--- src/rtl/ags_pkg.sv ---
// Shared types and constants of the adjacency-matrix graph store.
// No dependencies; imported by the top level, ags_popcount, the checker and the testbench.
`timescale 1ns / 1ps

package ags_pkg;

    // Default and limits of the vertex count.
    localparam int MAX_VERTICES_DEF = 64;
    localparam int VCOUNT_W         = 7;
    localparam logic [VCOUNT_W-1:0] VCOUNT_RESET = 7'd64;

    // Field widths of the stream items.
    localparam int VERTEX_W    = 7;
    localparam int DEGREE_W    = 7;
    localparam int IN_TDATA_W  = 16;
    localparam int IN_TUSER_W  = 2;
    localparam int OUT_TDATA_W = 16;

    // Operation codes carried in the input tuser.
    typedef enum logic [1:0] {
        ACT_ADD_EDGE = 2'd0,
        ACT_ADJACENT = 2'd1,
        ACT_DEGREE   = 2'd2,
        ACT_LIST     = 2'd3
    } t_action;

endpackage

--- src/rtl/ags_popcount.sv ---
// Two-stage population count of one adjacency row.
// Uses ags_pkg for the degree width; lane counts are registered, the sum follows.
`timescale 1ns / 1ps

module ags_popcount
    import ags_pkg::*;
#(
    parameter int ROW_W = 64
) (
    input  logic                i_clk,
    input  logic [ROW_W-1:0]    i_row,
    output logic [DEGREE_W-1:0] o_count
);

    localparam int NL = (ROW_W + 7) / 8;

    logic [NL*8-1:0] row_pad;
    logic [3:0]      lane_cnt [NL];
    logic [3:0]      r_lanes  [NL];

    assign row_pad = (NL*8)'(i_row);

    // First stage: count each byte lane on its own.
    always_comb begin
        for (int l = 0; l < NL; l++) begin
            lane_cnt[l] = 4'd0;
            for (int k = 0; k < 8; k++) begin
                lane_cnt[l] = lane_cnt[l] + 4'(row_pad[l*8+k]);
            end
        end
    end

    always_ff @(posedge i_clk) begin
        for (int l = 0; l < NL; l++) begin
            r_lanes[l] <= lane_cnt[l];
        end
    end

    // Second stage: add up the registered lane counts.
    always_comb begin
        o_count = '0;
        for (int l = 0; l < NL; l++) begin
            o_count = o_count + DEGREE_W'(r_lanes[l]);
        end
    end

endmodule

--- config.mk ---
export PLATFORM = sky130hd
export DESIGN_NAME = ags_popcount
export DESIGN_NICKNAME = d
export VERILOG_FILES = /design/src/rtl/ags_pkg.sv /design/src/rtl/ags_popcount.sv
export SDC_FILE = /design/constraint.sdc
export NUM_CORES = 1
export LEC_CHECK = 0
export ABC_CLOCK_PERIOD_IN_PS = 9950
export CAP_MARGIN = 5
export CORE_UTILIZATION = 24
export DETAILED_ROUTE_END_ITERATION = 12
export DONT_BUFFER_PORTS = 1
export GPL_ROUTABILITY_DRIVEN = 1
export HOLD_SLACK_MARGIN = 0.02
export PLACE_DENSITY = 0.41
export SETUP_SLACK_MARGIN = 0.1
export SLEW_MARGIN = 10
export SYNTH_ARGS = -nofsm -noshare
export SYNTH_HDL_FRONTEND = slang
export SYNTH_SLANG_ARGS = --single-unit
--- constraint.sdc ---
create_clock -name i_clk -period 9.95 [get_ports i_clk]
set_input_delay 1.99 -clock i_clk [delete_from_list [all_inputs] [get_ports i_clk]]
set_output_delay 1.99 -clock i_clk [all_outputs]
set_load 0.02 [all_outputs]
After elaboration in Yosys (flattened, before gate mapping). Memory sizes are Yosys's and may differ from the RTL's. Cells that the tools add are included.

Flip-flop bits (word level): 0. Memory bits (writable): 32. Bits of input ports: 65. Output and inout port bits: 7. Logic and storage cells: 64. Memories kept: 1.

Memory list: r_lanes (words 8, bits a word 4, rd ports 8, clocked after Yosys merged registers in 0, write ports 8, RTL line ags_popcount.sv:19) `logic [3:0] r_lanes [NL];`.

Add/subtract/negate cells: 63.

Operators with widths (count): $add A4 B1 Y4 (32); $add A3 B1 Y4 (8); $add A7 B4 Y7 (4); $add A2 B1 Y3 (8); $add A1 B1 Y2 (8); $add A6 B4 Y7 (1); $add A5 B4 Y6 (1); $add A4 B4 Y5 (1).

Depth between registers and ports, before layout. Gate-level depths: netlist of run 1.

Depth in word-level cells: 7. Depth in mapped cells: 14. Depth with buffers taken out: 14.

Worst setup path after synthesis of run 1. OpenSTA, ideal clock, no wires.

Kind: reg2out. From: memory r_lanes[4][2], in the netlist r_lanes[1][2]. To: output port o_count[4]. Arrival: 3494 ps. Required time: 7960 ps. Path slack: 4466 ps. Cell stages (with the launch flop): 13. Buffers on the path: 0. Cells stage by stage: dfxtp_1 -> inv_1 -> fa_1 -> inv_1 -> fa_1 -> fa_1 -> inv_1 -> fa_1 -> inv_1 -> ha_1 -> inv_1 -> fa_1 -> xnor2_1.

RTL lines: start, declared (RTL line ags_popcount.sv:19); end, declared (RTL line ags_popcount.sv:12) `output logic [DEGREE_W-1:0] o_count`.

==> flow_summary_export.csv, run 1 <==
group,metric,value,unit
layout,drive_gt1_share,2.49,%
routing,met2_length,2100,µm
synth,yosys-top-cells-area,"fa_1 (39%), dfxtp_1 (23%), inv_1 (17%)",
placed_design,place_hpwl,3880,µm
sta,hold_ws,1850,ps
global_routing,grt-ovfl-total,0,
layout,largest_reg_flops,32,
critical_path,worstPathArrival,3850,ps
synth,ys_ff_latch,32,
synth,ys_warn_count,0,
routing,via_count,1501,
critical_path,crit_path_start_kind,"register",
cts,cts_tree,"done",
sta,slew_headroom,68.0,%
synth,yosysSeqAreaShare,22.8,%
floorplan,rows,39,
synth,synth_nets,424,
synth,synth_largest_area_cell,"fa_1",
cts,clock_path_buffers,2,
sta,fin_tns_setup,0,ps
outcome,status,"finished, final reports clean",
cts,cts_setup_buffers,0,
layout,reg_top3,"r_lanes (32)",
job,maxCapViolCount,0,
cts,root_buffer,"clkbuf_16",
sta,fin_crit_sh,58.7,%
layout,syn2layout_area_growth,11.6,%
sta,setup-violations-final,0,
placed_design,gp_congestion,0.707,
layout,final_nets,431,
routing,antenna_left,0,
critical_path,worstSetupPathType,"register to primary output",
global_routing,grt_max_degree,10,
sta,drv_slew,0,
cts,cts.sinks,32,
layout,largest_register,"r_lanes",
critical_path,cp-end-kind,"primary output",
routing,vias_per_cell,3.54,
synth,syn_area_per_cell,10.3,µm²
routing,drt_pass1_iterations,4,
routing,drt-total-wl,4160,µm
synth,yosysUniqueCellTypes,12,
cts,cts_inserted_buffers,5,
layout,most-common-layout-cells,"inv_1 (124), fa_1 (55), dfxtp_1 (32), ha_1 (31), nor2b_1 (9)",
global_routing,grt_pass1_vias,1565,
routing,route.met3.wl,232,µm
routing,drc,0,
sta,tightestPinTransition,477,ps
sta,fin_crit,5840,ps
critical_path,startpoint,"r_lanes[1][2]",
routing,first_iter_violations,16,
hold_path,worstHoldStart,"i_row[10]",
hold_path,whs_path_depth,1,
floorplan,ioPinCount,72,
floorplan,dieArea,12100,µm²
sta,hold_viol,0,
cts,cts_resized,0,
critical_path,cp_data_required_time,7960,ps
routing,met1_length,1780,µm
routing,wl_per_cell,9.80,µm
floorplan,die_y,110,µm
critical_path,cp_max_fo,2,
global_routing,grt_pass1_wl,6750,µm
cts,htree_levels,2,
routing,top_layer,"met4",
sta,rsz0062_at_grt,"no",
sta,fmax,171,MHz
global_routing,grtUsageTotal,7.61,%
placed_design,io_buffers,0,
layout,mostFrequentLayoutCell,"inv_1",
synth,synth_cells,273,
hold_path,hp-class,"input pin to register",
floorplan,start_util,24.6,%
floorplan,coreArea,11400,µm²
synth,synth_top_cell_area_share,39.2,%
cts,clkTransAtPathRegs,50,ps
synth,syn_area,2810,µm²
layout,antenna_cells,0,
hold_path,hold_end,"r_lanes[0][4]",
floorplan,fp.dieW,110,µm
global_routing,antenna_found_initial,0,
cts,cts_hold_buf,0,
## cell usage after synthesis (all sizes together)
master	n
o21ai	1
nand2b	1
a21oi	9
inv	124
xnor2	4
fa	55
ha	31
xor2	6
dfxtp	32
nor2b	9
a21o	1
## stage by stage
step | utilization, % | cell area [µm²] | cells | setup WS [ps]
6_report | 27.4 | 3130 | 424 | 4110
4_1_cts | 27.4 | 3130 | 424 | 4080
2_1_floorplan | - | 2810 | 273 | 4470
5_1_grt | 27.4 | 3130 | 424 | 3900
3_3_place_gp | 26.1 | 2990 | 416 | 4390
3_5_place_dp | 26.1 | 2990 | 416 | 4370
## cell type report
cell class	count	area, µm²
inverters	124	465
well taps	143	179
flip-flops and latches	32	641
multi-input cells	117	1700
clock buffers	8	146
fillers	1227	8290
## cells by family after synthesis
kind of cell | synth area share, %
AOI/OAI and AO/OA | 2.18
xor gates and xnor gates | 3.12
adders and majority gates | 53.1
buffers and inverters | 16.6
DFF | 22.8
and+or+nand+nor | 2.23
## worst max-delay path by stage
stage	end	slack [ps]	cells after the start
3_3_place_gp	o_count[4]	4390	12
6_report	o_count[4]	4110	12
5_1_grt	o_count[4]	3900	12
4_1_cts	o_count[4]	4080	12
3_5_place_dp	o_count[4]	4370	12
2_1_floorplan	o_count[4]	4470	12
## worst max-delay path, cell delays in order, from the launching register on
cell and delay (ps):
dfxtp_1 300, inv_1 50, fa_1 520, inv_1 50
fa_1 500, fa_1 540, inv_1 50, fa_1 460
inv_1 60, ha_1 160, inv_1 50, fa_1 390
xnor2_1 430
## routing by layer
metal / up-vias / GRT usage [%]
met5: - / 0
met2: 36 / 13.2
met1: 709 / 8.87
li1: 751 / -
met3: 5 / 2.59
met4: 0 / 2.26
Power of run 1 is not shown: default switching activity piles up to over one toggle a cycle in this logic, so the estimate is an artifact.
==> run 2: changes to the inputs <==
Settings changed: ABC_CLOCK_PERIOD_IN_PS 9950 to 5710.
Clock period 9.95 ns to 5.71 ns, I/O delays scaled along.
==> run 2 against run 1 <==
Compared with the run above:
- count of clock-buffer cells in the layout decreased by 1
- cell area increased by 1.2%
- sequential share of layout area decreased by 0.23 points
- die area unchanged
- non-clock buffer count unchanged
- critical path depth unchanged
- global-route usage increased by 0.096 points
- final cell count unchanged
- sequential cell count unchanged
- utilization increased by 0.32 points
- largest cell class unchanged
==> flow_summary_export.csv, run 2 (synthesis gave the netlist of run 1 again) <==
group,metric,value,unit
outcome,status,"finished, final reports clean",
routing,via_count,1501,
layout,most-common-layout-cells,"inv_1 (124), fa_1 (55), dfxtp_1 (32), ha_1 (31), nor2b_1 (9)",
critical_path,worstSetupPathType,"register to primary output",
floorplan,ioPinCount,72,
global_routing,antenna_found_initial,0,
critical_path,crit_path_start_kind,"register",
layout,syn2layout_area_growth,12.9,%
sta,hold_viol,0,
sta,worst_slack,729,ps
routing,met1_length,1750,µm
routing,drc,0,
floorplan,die_y,110,µm
layout,final_nets,431,
critical_path,cp_data_required_time,4570,ps
global_routing,grt-ovfl-total,0,
hold_path,whs_path_depth,1,
routing,top_layer,"met3",
sta,hold_ws,1010,ps
floorplan,fp.dieW,110,µm
sta,setup-violations-final,0,
sta,rsz0062_at_grt,"no",
placed_design,gp_congestion,0.707,
routing,antenna_left,0,
routing,drt-total-wl,4130,µm
job,maxCapViolCount,0,
critical_path,cp_max_fo,2,
placed_design,place_hpwl,3890,µm
routing,met2_length,2150,µm
floorplan,rows,39,
sta,tightestPinTransition,477,ps
floorplan,dieArea,12100,µm²
layout,largest_reg_flops,32,
floorplan,start_util,24.6,%
cts,htree_levels,2,
cts,cts_resized,0,
global_routing,grt_pass1_vias,1614,
hold_path,hp-class,"input pin to register",
layout,n_fill_cell,1227,
routing,route.met3.wl,220,µm
layout,drive_gt1_share,3.20,%
placed_design,dp_slack,979,ps
cts,cts_inserted_buffers,5,
global_routing,grt_pass1_wl,6890,µm
critical_path,worstPathArrival,3840,ps
routing,vias_per_cell,3.54,
layout,largest_register,"r_lanes",
routing,wl_per_cell,9.73,µm
cts,cts_hold_buf,0,
sta,fin_crit,4980,ps
floorplan,coreArea,11400,µm²
sta,fin_tns_setup,0,ps
sta,slew_headroom,68.0,%
routing,drt_pass1_iterations,4,
layout,mostFrequentLayoutCell,"inv_1",
cts,cts.sinks,32,
global_routing,grt_max_degree,11,
cts,clock_path_buffers,2,
cts,clkTransAtPathRegs,50,ps
sta,fin_crit_sh,87.2,%
critical_path,cp-end-kind,"primary output",
routing,first_iter_violations,3,
cts,cts_setup_buffers,0,
sta,fmax,201,MHz
cts,root_buffer,"clkbuf_16",
sta,drv_slew,0,
layout,reg_top3,"r_lanes (32)",
cts,cts_tree,"done",
global_routing,grtUsageTotal,7.71,%
placed_design,io_buffers,0,
layout,antenna_cells,0,
-- run 2: cell types whose count changed in the layout (fill, tap and decap cells not counted), sizes merged --
cell,before,now
clkbuf,8,7
bufinv,0,1
-- run 2: cell type report --
| type | instances | area (µm²) | share of cell area (%) |
|---|---|---|---|
| Clock buffer | 7 | 153 | 4.82 |
| Sequential cell | 32 | 641 | 20.2 |
| Tap cell | 143 | 179 | 5.65 |
| Inverter | 124 | 465 | 14.7 |
| Clock inverter | 1 | 30.0 | 0.948 |
| Multi-Input combinational cell | 117 | 1700 | 53.7 |
-- run 2: critical path: stages (launching register included) --
cell and delay [ps]:
dfxtp_1 300, inv_1 50, fa_1 520, inv_1 50
fa_1 500, fa_1 540, inv_1 50, fa_1 460
inv_1 60, ha_1 150, inv_1 50, fa_1 390
xnor2_1 430
-- run 2: stage by stage --
stage | instance area (µm²) | util, % | instances
finish | 3170 | 27.7 | 424
global placement | 2990 | 26.1 | 416
detailed placement | 2990 | 26.1 | 416
CTS | 3170 | 27.7 | 424
global route | 3170 | 27.7 | 424
floorplan | 2810 | - | 273
-- run 2: final timing paths --
kind                           from       endpoint  slack, ps
worst max-delay path  r_lanes[1][2]     o_count[4]        730
worst min-delay path      i_row[42]  r_lanes[1][4]       1010
-- run 2: layer usage --
metal  vias to the layer above  global-route usage (%)
li1                        753                       -
met1                       716                    8.82
met2                        32                    13.8
met3                         0                    3.29
met4                         0                   0.846
met5                         -                       0
Power of run 2 is left out for the same reason.
==> run 3: changes to the inputs <==
Settings changed: CELL_PAD_IN_SITES_DETAIL_PLACEMENT from default to 1, CELL_PAD_IN_SITES_GLOBAL_PLACEMENT from default to 2, CORE_MARGIN from default to 3, PLACE_DENSITY 0.41 to 0.57.
==> run 3 against run 2 <==
Compared with the run above:
- cell area down 0.59%
- sequential cell count is the same
- utilization rose by 0.56 points
- non-clock buffer count unchanged
- setup slack got worse by 130 ps
- count of clock-buffer cells in the layout decreased by 2
- sequential share of layout area up 0.12 points
- highest routed layer is now met4
- first-iteration DRC count rose to 7.3 times the previous value
- maximum frequency fell by 2.6%
- critical path type unchanged
- final cell count is 0.71% lower
- global-route usage is 0.29 points lower
- hold slack worse by 14 ps
==> flow_summary_export.csv, run 3 (synthesis gave the netlist of run 1 again) <==
group,metric,value,unit
critical_path,worstSetupPathType,"register to primary output",
cts,cts_setup_buffers,0,
global_routing,grt_pass1_vias,1702,
global_routing,grtUsageTotal,7.42,%
sta,fmax,196,MHz
cts,clkTransAtPathRegs,60,ps
cts,cts_tree,"done",
routing,via_count,1543,
critical_path,cp_max_fo,2,
global_routing,grt-ovfl-total,0,
sta,fin_crit,5110,ps
layout,most-common-layout-cells,"inv_1 (124), fa_1 (55), dfxtp_1 (32), ha_1 (31), nor2b_1 (9)",
layout,drive_gt1_share,3.20,%
outcome,status,"finished, final reports clean",
sta,rsz0062_at_grt,"no",
global_routing,antenna_found_initial,0,
layout,largest_register,"r_lanes",
layout,antenna_cells,0,
sta,slew_headroom,60.7,%
routing,drt-total-wl,4500,µm
cts,cts.sinks,32,
sta,fin_crit_sh,89.6,%
sta,tightestPinTransition,585,ps
global_routing,grt_max_degree,12,
routing,wl_per_cell,10.7,µm
routing,vias_per_cell,3.67,
floorplan,ioPinCount,72,
sta,fin_tns_setup,0,ps
floorplan,die_y,114,µm
placed_design,place_hpwl,4190,µm
layout,syn2layout_area_growth,12.2,%
cts,root_buffer,"clkbuf_16",
critical_path,max_stage_delay,550,ps
hold_path,hp-class,"input pin to register",
critical_path,slowest_stage,"fa_1",
routing,first_iter_violations,22,
cts,cts_inserted_buffers,5,
critical_path,crit_path_start_kind,"register",
layout,final_nets,431,
placed_design,io_buffers,0,
floorplan,fp.dieW,114,µm
floorplan,coreArea,11100,µm²
routing,antenna_left,0,
routing,drt_pass1_iterations,2,
cts,cts_hold_buf,0,
sta,setup-violations-final,0,
sta,hold_viol,0,
critical_path,crit_chain,"inv_1 -> fa_1 -> inv_1 -> fa_1 -> fa_1 -> inv_1 -> fa_1 -> inv_1 -> ha_1 -> inv_1 -> fa_1 -> xnor2_1",
layout,mostFrequentLayoutCell,"inv_1",
routing,drc,0,
layout,largest_reg_flops,32,
critical_path,cp-end-kind,"primary output",
job,maxCapViolCount,0,
floorplan,rows,38,
critical_path,worstPathArrival,3970,ps
critical_path,cp_data_required_time,4570,ps
floorplan,dieArea,13000,µm²
placed_design,gp_congestion,0.673,
layout,reg_top3,"r_lanes (32)",
sta,drv_slew,0,
layout,fin_util,28.3,%
cts,clock_path_buffers,2,
global_routing,grt_pass1_wl,7500,µm
floorplan,start_util,25.2,%
cts,htree_levels,2,
cts,cts_resized,0,
## run 3: area by class of cell
cell class                 count  area [µm²]
fill                        1291        7980
multi-input combinational    117        1700
sequential                    32         641
clock buffer                   5         125
clock inverter                 3        42.5
tap                          140         175
inverter                     124         465
## run 3: worst max-delay path, delay by kind of cell, from the launching register on
kind	cells	cell delay (ps)
fa+ha+maj	6	2600
xor+xnor	1	500
flops	1	310
buf+inv	5	280
## run 3: metal layers
layer | GRT usage [%] | wire length [µm]
met5 | 0 | 0
met4 | 2.38 | 46
met3 | 2.01 | 204
met2 | 12.3 | 2180
met1 | 9.46 | 2070
## run 3: worst paths after layout
kind	startpoint	end	slack, ps	cells after the start
hold / removal	i_row[18]	r_lanes[0][8]	990	1
setup / recovery	r_lanes[1][2]	o_count[4]	600	12
## run 3: metrics by stage
step / cells / instance area [µm²] / setup slack [ps] / hold WS [ps]
finish: 421 / 3150 / 596 / 993
global route: 421 / 3150 / 346 / 998
CTS: 421 / 3150 / 535 / 990
detailed placement: 413 / 2980 / 858 / 1280
global placement: 413 / 2980 / 929 / 1280
floorplan: 273 / 2810 / 1070 / 1270
Power of run 3 is left out for the same reason.
